**config.mk**
```make
export PLATFORM = sky130hd
export DESIGN_NAME = hsv_to_rgb_converter_top
export DESIGN_NICKNAME = d
export VERILOG_FILES = /design/src/rtl/hsvrgb_pkg.sv /design/src/rtl/hsvrgb_chroma.sv /design/src/rtl/hsvrgb_mix.sv /design/src/rtl/hsvrgb_place.sv /design/src/rtl/hsv_to_rgb_converter_top.sv
export VERILOG_INCLUDE_DIRS = /design/src /design/src/rtl
export SDC_FILE = /design/constraint.sdc
export NUM_CORES = 1
export LEC_CHECK = 0
export CAP_MARGIN = 20
export CORE_MARGIN = 5
export CORE_UTILIZATION = 40
export CTS_BUF_LIST = sky130_fd_sc_hd__clkbuf_8
export DETAILED_ROUTE_END_ITERATION = 10
export DONT_BUFFER_PORTS = 1
export GPL_TIMING_DRIVEN = 0
export SYNTH_ARGS = -nofsm -noshare
export SYNTH_HDL_FRONTEND = slang
export SYNTH_SLANG_ARGS = --single-unit
```
**constraint.sdc**
```tcl
create_clock -name clk -period 8.5 [get_ports clk]
set_clock_uncertainty 0.2 [all_clocks]
set_input_delay 0.425 -clock clk [delete_from_list [all_inputs] [get_ports clk]]
set_output_delay 0.425 -clock clk [all_outputs]
set_load 0.03 [all_outputs]
```
**src/rtl/hsv_to_rgb_converter_top_assert.svh**
```systemverilog
// Assertion macros shared by the HSV to RGB converter RTL.
`ifndef HSV_TO_RGB_CONVERTER_TOP_ASSERT_SVH
`define HSV_TO_RGB_CONVERTER_TOP_ASSERT_SVH

// A condition that must hold at every clock edge outside reset.
`define HSVRGB_ASSERT_HOLDS(lbl, cond) \
    lbl: assert property (@(posedge clk) disable iff (!rst_n) (cond)) \
        else $error("assertion failed: condition does not hold");

// When the antecedent holds, the consequent must hold at the same edge.
`define HSVRGB_ASSERT_IMPLIES(lbl, ante, cons) \
    lbl: assert property (@(posedge clk) disable iff (!rst_n) (ante) |-> (cons)) \
        else $error("assertion failed: implication does not hold");

`endif

```
**src/rtl/hsvrgb_pkg.sv**
```systemverilog
// Package with widths, stage types and a helper function of the HSV to RGB converter.
`default_nettype none

package hsvrgb_pkg;

    localparam int HUE_BITS     = 16;
    localparam int CHANNEL_BITS = 8;
    localparam int SECTORS      = 6;

    localparam int SEC_W = 3;
    localparam int POS_W = HUE_BITS + SEC_W;
    localparam int W_W   = HUE_BITS + 1;
    localparam int C_W   = 2 * CHANNEL_BITS;
    localparam int XS_W  = C_W + W_W;

    localparam logic [CHANNEL_BITS-1:0] CH_MAX = '1;

    // Sector codes, sixths of the color wheel starting at red.
    localparam logic [SEC_W-1:0] SECT_RED_YELLOW    = SEC_W'(0);
    localparam logic [SEC_W-1:0] SECT_YELLOW_GREEN  = SEC_W'(1);
    localparam logic [SEC_W-1:0] SECT_GREEN_CYAN    = SEC_W'(2);
    localparam logic [SEC_W-1:0] SECT_CYAN_BLUE     = SEC_W'(3);
    localparam logic [SEC_W-1:0] SECT_BLUE_MAGENTA  = SEC_W'(4);
    localparam logic [SEC_W-1:0] SECT_MAGENTA_RED   = SEC_W'(5);

    typedef logic [CHANNEL_BITS-1:0] chan_t;

    typedef struct packed {
        logic en1;
        logic en2;
        logic en3;
        logic en4;
    } pipe_en_t;

    typedef struct packed {
        logic [SEC_W-1:0] sector;
        logic [W_W-1:0]   weight;
        logic [C_W-1:0]   chroma;
        chan_t            v;
    } s1_t;

    typedef struct packed {
        logic [SEC_W-1:0] sector;
        logic [XS_W-1:0]  xs;
        logic [C_W-1:0]   ms;
        chan_t            v;
    } s2_t;

    typedef struct packed {
        logic [SEC_W-1:0] sector;
        logic [C_W-1:0]   qx;
        logic [C_W-1:0]   qz;
        chan_t            ex;
        chan_t            ez;
        chan_t            v;
    } s3_t;

    // Finishes q / CH_MAX from the estimate e = q >> CHANNEL_BITS, which is
    // either the true quotient or one below it.
    function automatic chan_t div_fix(logic [C_W-1:0] q, chan_t e);
        logic [C_W-1:0] prod;
        logic [C_W-1:0] rem;
        prod = {e, {CHANNEL_BITS{1'b0}}} - C_W'(e);
        rem  = q - prod;
        if (rem >= C_W'(CH_MAX)) begin
            div_fix = e + chan_t'(1);
        end else begin
            div_fix = e;
        end
    endfunction

endpackage

`default_nettype wire

```
**src/rtl/hsvrgb_chroma.sv**
```systemverilog
// First stage: hue sector, sector weight and chroma.
`default_nettype none

module hsvrgb_chroma (
    input  wire logic                               clk,
    input  wire hsvrgb_pkg::pipe_en_t               en,
    input  wire logic [hsvrgb_pkg::HUE_BITS-1:0]    hue,
    input  wire logic [hsvrgb_pkg::CHANNEL_BITS-1:0] saturation,
    input  wire logic [hsvrgb_pkg::CHANNEL_BITS-1:0] brightness,
    output hsvrgb_pkg::s1_t                         s1
);
    import hsvrgb_pkg::*;

    logic [POS_W-1:0]    pos;
    logic [HUE_BITS-1:0] frac;
    s1_t                 s1_next;
    s1_t                 s1_reg;

    always_comb
    begin
        pos            = POS_W'(hue) * POS_W'(SECTORS);
        frac           = pos[HUE_BITS-1:0];
        s1_next.sector = pos[POS_W-1:HUE_BITS];
        // Odd sectors fall from full weight toward zero.
        if (s1_next.sector[0]) begin
            s1_next.weight = (W_W'(1) << HUE_BITS) - W_W'(frac);
        end else begin
            s1_next.weight = W_W'(frac);
        end
        s1_next.chroma = C_W'(saturation) * C_W'(brightness);
        s1_next.v      = brightness;
    end

    always_ff @(posedge clk)
    begin
        if (en.en1) begin
            s1_reg <= s1_next;
        end
    end

    assign s1 = s1_reg;

endmodule

`default_nettype wire

```
**src/rtl/hsvrgb_mix.sv**
```systemverilog
// Second and third stages: secondary term, offset and quotient estimates.
`default_nettype none

module hsvrgb_mix (
    input  wire logic                 clk,
    input  wire hsvrgb_pkg::pipe_en_t en,
    input  wire hsvrgb_pkg::s1_t      s1,
    output hsvrgb_pkg::s3_t           s3
);
    import hsvrgb_pkg::*;

    s2_t s2_next;
    s2_t s2_reg;
    s3_t s3_next;
    s3_t s3_reg;

    always_comb
    begin
        s2_next.sector = s1.sector;
        s2_next.xs     = XS_W'(s1.chroma) * XS_W'(s1.weight);
        // Offset m = v*MAX - c, kept in units of 1/MAX^2.
        s2_next.ms     = ({s1.v, {CHANNEL_BITS{1'b0}}} - C_W'(s1.v)) - s1.chroma;
        s2_next.v      = s1.v;
    end

    always_comb
    begin
        s3_next.sector = s2_reg.sector;
        s3_next.qx     = s2_reg.ms + s2_reg.xs[HUE_BITS+C_W-1:HUE_BITS];
        s3_next.qz     = s2_reg.ms;
        s3_next.ex     = s3_next.qx[C_W-1:CHANNEL_BITS];
        s3_next.ez     = s2_reg.ms[C_W-1:CHANNEL_BITS];
        s3_next.v      = s2_reg.v;
    end

    always_ff @(posedge clk)
    begin
        if (en.en2) begin
            s2_reg <= s2_next;
        end
        if (en.en3) begin
            s3_reg <= s3_next;
        end
    end

    assign s3 = s3_reg;

endmodule

`default_nettype wire

```
**src/rtl/hsvrgb_place.sv**
```systemverilog
// Fourth stage: quotient correction and channel placement by sector.
`default_nettype none

module hsvrgb_place (
    input  wire logic                                clk,
    input  wire hsvrgb_pkg::pipe_en_t                en,
    input  wire hsvrgb_pkg::s3_t                     s3,
    output logic [hsvrgb_pkg::CHANNEL_BITS-1:0]      red,
    output logic [hsvrgb_pkg::CHANNEL_BITS-1:0]      green,
    output logic [hsvrgb_pkg::CHANNEL_BITS-1:0]      blue
);
    import hsvrgb_pkg::*;

    chan_t xval;
    chan_t zval;
    chan_t red_next;
    chan_t green_next;
    chan_t blue_next;
    chan_t red_reg;
    chan_t green_reg;
    chan_t blue_reg;

    always_comb
    begin
        xval = div_fix(s3.qx, s3.ex);
        zval = div_fix(s3.qz, s3.ez);
        // The chroma channel plus offset is exactly the brightness.
        case (s3.sector)
            SECT_RED_YELLOW:
            begin
                red_next = s3.v; green_next = xval; blue_next = zval;
            end
            SECT_YELLOW_GREEN:
            begin
                red_next = xval; green_next = s3.v; blue_next = zval;
            end
            SECT_GREEN_CYAN:
            begin
                red_next = zval; green_next = s3.v; blue_next = xval;
            end
            SECT_CYAN_BLUE:
            begin
                red_next = zval; green_next = xval; blue_next = s3.v;
            end
            SECT_BLUE_MAGENTA:
            begin
                red_next = xval; green_next = zval; blue_next = s3.v;
            end
            default:
            begin
                red_next = s3.v; green_next = zval; blue_next = xval;
            end
        endcase
    end

    always_ff @(posedge clk)
    begin
        if (en.en4) begin
            red_reg   <= red_next;
            green_reg <= green_next;
            blue_reg  <= blue_next;
        end
    end

    assign red   = red_reg;
    assign green = green_reg;
    assign blue  = blue_reg;

endmodule

`default_nettype wire

```
**src/rtl/hsv_to_rgb_converter_top.sv**
```systemverilog
// An input transfer is registered in each stage in turn before the result is offered.
// Throughput: one pixel per cycle while out_ready is not held low; each of the four stages holds one pixel.
// Stages: sector and chroma, weight multiply, quotient estimate, correction.
// A stalled output stage lets upstream stages keep filling any free slot.
// Reset clears the stage valid bits only; data registers are not reset.
`default_nettype none

`include "hsv_to_rgb_converter_top_assert.svh"

module hsv_to_rgb_converter_top (
    input  wire logic                                clk,
    input  wire logic                                rst_n,
    input  wire logic                                in_valid,
    output logic                                     in_ready,
    input  wire logic [hsvrgb_pkg::HUE_BITS-1:0]     hue,
    input  wire logic [hsvrgb_pkg::CHANNEL_BITS-1:0] saturation,
    input  wire logic [hsvrgb_pkg::CHANNEL_BITS-1:0] brightness,
    output logic                                     out_valid,
    input  wire logic                                out_ready,
    output logic [hsvrgb_pkg::CHANNEL_BITS-1:0]      red,
    output logic [hsvrgb_pkg::CHANNEL_BITS-1:0]      green,
    output logic [hsvrgb_pkg::CHANNEL_BITS-1:0]      blue
);
    import hsvrgb_pkg::*;

    logic [3:0] valid_reg;
    logic [3:0] valid_next;
    pipe_en_t   en;
    s1_t        s1;
    s3_t        s3;

    // A stage loads when it is empty or its contents move on this cycle.
    always_comb
    begin
        en.en4 = !valid_reg[3] || out_ready;
        en.en3 = !valid_reg[2] || en.en4;
        en.en2 = !valid_reg[1] || en.en3;
        en.en1 = !valid_reg[0] || en.en2;
        valid_next[0] = en.en1 ? in_valid     : valid_reg[0];
        valid_next[1] = en.en2 ? valid_reg[0] : valid_reg[1];
        valid_next[2] = en.en3 ? valid_reg[1] : valid_reg[2];
        valid_next[3] = en.en4 ? valid_reg[2] : valid_reg[3];
    end

    always_ff @(posedge clk or negedge rst_n)
    begin
        if (!rst_n) begin
            valid_reg <= '0;
        end else begin
            valid_reg <= valid_next;
        end
    end

    assign in_ready  = en.en1;
    assign out_valid = valid_reg[3];

    hsvrgb_chroma u_chroma (
        .clk        (clk),
        .en         (en),
        .hue        (hue),
        .saturation (saturation),
        .brightness (brightness),
        .s1         (s1)
    );

    hsvrgb_mix u_mix (
        .clk (clk),
        .en  (en),
        .s1  (s1),
        .s3  (s3)
    );

    hsvrgb_place u_place (
        .clk   (clk),
        .en    (en),
        .s3    (s3),
        .red   (red),
        .green (green),
        .blue  (blue)
    );

    // Input is refused only when every stage is full and the output is stalled.
    `HSVRGB_ASSERT_IMPLIES(a_ready_only_when_full, !in_ready,
        (valid_reg == 4'b1111) && !out_ready)
    // The hue position never reaches a seventh sector.
    `HSVRGB_ASSERT_IMPLIES(a_sector_range, valid_reg[0],
        s1.sector <= SECT_MAGENTA_RED)
    // The secondary quotient lies between the offset quotient and brightness shifted up by CHANNEL_BITS.
    `HSVRGB_ASSERT_IMPLIES(a_quotient_bound, valid_reg[2],
        (s3.qx >= s3.qz) && (s3.qx <= {s3.v, {CHANNEL_BITS{1'b0}}}))

endmodule

`default_nettype wire
```
* Word-level counts from Yosys, hierarchy flattened
Index checks and enable logic that the tools add are counted.
Storage, ports and cells: register bits after elaboration 190, bits in latches 0, RAM bits 0, ROM bits 0, bits of input ports 36, output and inout bits 26, word-level logic and storage cells 62, memories 0
Cells by class: $add $sub $neg 10, multiply operators 3, divide/modulo/power cells 0, order comparisons 2, equal/unequal tests 4, shifts and indexed selects 0, multiplexer cells 6, bitwise operators 0, reductions and logical operators 15
Operators by type and width (number):
- $pmux 8 s2 | 3
- $sub 16x16->16 | 3
- $sub 16x8->16 | 3
- $ge 16x8->1 const B | 2
- $mul 16x17->32 | 1
- $mul 16x2->18 const B | 1
- $sub 17x16->17 const A | 1
- $add 16x16->16 | 1
- $add 8x1->8 const B | 2
- $mul 8x8->16 | 1
- $mux 16 | 1
- $mux 8 | 2
- $reduce_or 2->1 | 6
- $eq 3x2->1 const B | 2
- $logic_not 1->1 | 4
- $logic_or 1x1->1 | 4
- $eq 3x1->1 const B | 1
- $eq 3x3->1 const B | 1
- $logic_not 3->1 | 1

* Logic depth before layout (Yosys ltp)
depth in word-level cells 5, mapped depth 24, mapped depth without buffers 23

* By module
Synthesis repeated with hierarchy kept, for this count alone.
Unflattened totals: cell total of the unflattened synthesis 2223, area total of the unflattened synthesis 21389.3 µm²
Modules (own cells, without submodules):
- hsvrgb_mix | instances 1, cells an instance 1315, area each 12909.9 µm²
- hsvrgb_chroma | instances 1, cells an instance 442, area each 4589.4 µm²
- hsvrgb_place | instances 1, cells an instance 453, area each 3721.1 µm²
- hsv_to_rgb_converter_top | instances 1, cells an instance 13, area each 168.9 µm²

* Worst setup path before layout
Ideal clock, no wire load.
kind reg-to-reg, start reg u_chroma.s1_reg (netlist bit u_chroma.s1[15]), end reg u_mix.s2_reg[55] in the netlist's numbering, data pin, library setup time 0.260 ns, data arrival time 5.937 ns, required time 8.040 ns, setup slack 2.103 ns, stages on the path, launching flop included 23, period minus slack after synthesis 6.397 ns, cells stage by stage edfxtp_1 > clkbuf_1 > clkbuf_1 > nand2_1 > fa_1 > fa_1 > inv_1 > fa_1 > fa_1 > fa_1 > inv_1 > fa_1 > inv_1 > ha_1 > a21oi_1 > o21ai_0 > or2_2 > nor2_1 > a21oi_1 > a2111oi_0 > o31ai_1 > a21oi_1 > xnor2_1
RTL lines:
- start, declared | RTL line hsvrgb_chroma.sv:17 | s1_t s1_reg;
- start signal, assigned | RTL line hsvrgb_chroma.sv:37 | s1_reg <= s1_next;
- end signal, assigned | RTL line hsvrgb_mix.sv:39 | s2_reg <= s2_next;
- end, declared | RTL line hsvrgb_mix.sv:13 | s2_t s2_reg;

==> out/qor.csv <==
metric,value,unit
status,finished clean,
dieArea,0.05246,mm²
io-pin-count,62,
synth_cell_types,71,
final_util,43.23,%
crit_path_start_kind,flip-flop,
postSynthAreaPerCell,9.738,µm²
fin_crit,7.578,ns
clock_latency,0.50,ns
grt_start_max_net_pins,43,
async_flop_share,2.548,%
crit_slowest_cell,clkbuf_1,
final-hold-violation-count,0,
start_util,40.28,%
relSlewSlack,42.92,%
route.detailed.drc,0,
max-clock-path-buffers,2,
routedWlPerCell,17.75,µm
synth.yosys.warnings,0,
cpMostUsedCell,fa_1,
grt_first_pass_wirelength,76.62,mm
crit_family,adder cells,
ant_nets,0,
nets,2503,
die_w,229.1,µm
fin_area,0.02060,mm²
hp-class,in -> reg,
synth_seq_area_share,24.46,%
finalCritPeriodShare,89.15,%
drive_gt1_share,3.017,%
first_pass_iters,5,
min-delay-start,out_ready,
num_vias,13560,
fin_setup_tns,0,ns
timing.rr.start,u_chroma.s1[23],
syn-num-nets,2465,
synth-edff-count,153,
die_y,229.1,µm
cts_tree,done,
grt_usage,18.28,%
cts.root.buffer_cell,clkbuf_8,
drt_iter0_drc,791,
grt_pass1_vias,14480,
timing.fmax,132.0,MHz
path_class,reg -> reg,
rsz0062_at_grt,no,
path_cells,clkbuf_1 -> clkbuf_1 -> nand2_1 -> fa_1 -> fa_1 -> inv_1 -> fa_1 -> fa_1 -> fa_1 -> inv_1 -> fa_1 -> inv_1 -> ha_1 -> a21oi_1 -> o21ai_0 -> or2_2 -> nor2_1 -> a21oi_1 -> a2111oi_0 -> o31ai_1 -> a21oi_1 -> xnor2_1,
grt_remaining_overflow,0,
dpl.hpwl,37.90,mm
rows,80,
finalWeightedCongestion,0.9281,
ys.flop_type,edfxtp_1,
crit_buf_inv,5,
cts.reportedPaths.clkPinSlew,0.10,ns
syn_area,0.01919,mm²
crit_fanout,10,
post_dp_cell_area,0.02006,mm²
coreArea,0.04765,mm²
required,8.58,ns
end_kind,flip-flop,
wl,46.83,mm
syn2layout_area_growth,7.321,%
startpoint,u_chroma.s1[23],
setup_viol,0,
whs,0.02734,ns
maxCapViolations,0,
drt-vias-per-instance,5.141,
grt_antenna_before_repair,1,
ys_ff_latch,157,
htree_levels,4,
cts-resized-gates,0,
synthCells,1971,
io_buffer_count,0,
worst_slew_pin_slew,0.8533,ns
arrival,7.66,ns
slowest_delay,0.63,ns
fillCellCount,4644,
cts_sinks,157,
slew_violations,0,
cts_buffers,17,
[cell usage after synthesis, drive strengths merged (5+ instances only)]
master | number | area share (%)
a31oi | 5 | 0.16
a21oi | 74 | 1.9
edfxtp | 153 | 24
a21o | 17 | 0.66
and2 | 158 | 5.1
or2 | 7 | 0.23
nand4 | 6 | 0.23
or3 | 6 | 0.20
nand2b | 19 | 0.62
o31ai | 7 | 0.27
nor2 | 67 | 1.3
a211oi | 9 | 0.35
fa | 231 | 24
ha | 227 | 15
clkbuf | 43 | 0.84
nand2 | 226 | 4.4
o211ai | 11 | 0.50
o21a | 11 | 0.43
and3 | 6 | 0.20
nand3 | 15 | 0.39
xnor2 | 72 | 3.3
xor2 | 33 | 1.5
nor2b | 14 | 0.46
nor3 | 22 | 0.63
inv | 386 | 7.5
a22oi | 9 | 0.35
o21bai | 9 | 0.35
o21ai | 58 | 1.5
[logic make-up (layout without fill, tap and decap cells)]
logic type | after synthesis | in the layout | synth area share (%)
compound gates | 255 | 255 | 8.677
xor+xnor | 105 | 105 | 4.831
fa+ha+maj | 458 | 458 | 38.89
buf+inv | 431 | 482 | 8.442
flops | 157 | 157 | 24.46
mux | 6 | 6 | 0.3325
other cells | 0 | 1 | 0
simple gates | 559 | 559 | 14.37
[path summary, 6_finish.rpt]
check                                         to  slack (ns)  cells past startpoint
worst min-delay path                valid_reg[2]        0.03                      3
worst max-delay path            u_mix.s2_reg[55]        0.92                     22
worst min register to register       u_mix.s3[1]        0.23                      0
max in group asynchronous           valid_reg[0]        7.39                      2
worst max register to register  u_mix.s2_reg[55]        0.92                     22
min in group asynchronous           valid_reg[3]        0.53                      2
[routing by layer]
| layer | global-route usage [%] | routed length [µm] | up-vias | part of all wire (%) |
|---|---|---|---|---|
| met3 | 3.344 | 2297 | 73 | 4.9 |
| met2 | 31.52 | 22790 | 341 | 49 |
| met4 | 4.905 | 1286 | 2 | 2.7 |
| met5 | 0 | 13 | - | 0.028 |
| met1 | 23.79 | 20440 | 6697 | 44 |
| li1 | - | - | 6449 | - |
[timing repair]
item / in CTS / in global routing
buffers inserted: 0 / 0
hold buffers: 14 / 0
hold endpoints to repair: 17 / 0
[worst min-delay path, cell delays in order]
cell and delay (ns):
nor2b_1 0.08, nand2_2 0.13, nand2b_1 0.06
[metrics by stage]
stage	std cells	setup slack, ns
CTS	2637	0.8443
finish	2638	0.9219
detailed placement	2591	0.8750
floorplan	1971	2.103
global placement	2586	0.9913
global route	2637	0.4098
[cell usage in the layout, fill, tap and decap left out, drive strengths merged, types with 11 or more instances in the layout]
cell type and n:
nor2 67, dlygate4sd3 14, nand2 226, and2 158, xor2 33, o21a 11, a21o 17, fa 231
a21oi 74, o211ai 11, inv 394, nor2b 14, ha 227, nand3 15, nor3 22, clkbuf 60
edfxtp 153, xnor2 72, o21ai 58, nand2b 19
[cell type report]
cell class | instances | area, µm² | area share [%]
Buffer | 45 | 171.4 | 0.8322
Clock buffer | 17 | 234.0 | 1.136
Clock inverter | 15 | 166.4 | 0.8079
Multi-Input combinational cell | 1383 | 12890 | 62.56
Sequential cell | 157 | 4695 | 22.79
Inverter | 386 | 1449 | 7.034
Timing Repair Buffer | 19 | 225.2 | 1.093
Tap cell | 615 | 769.5 | 3.736
Antenna cell | 1 | 2.502 | 0.01215
Power is not shown: default switching activity piles up to over one toggle a cycle in this logic, so the estimate is an artifact.
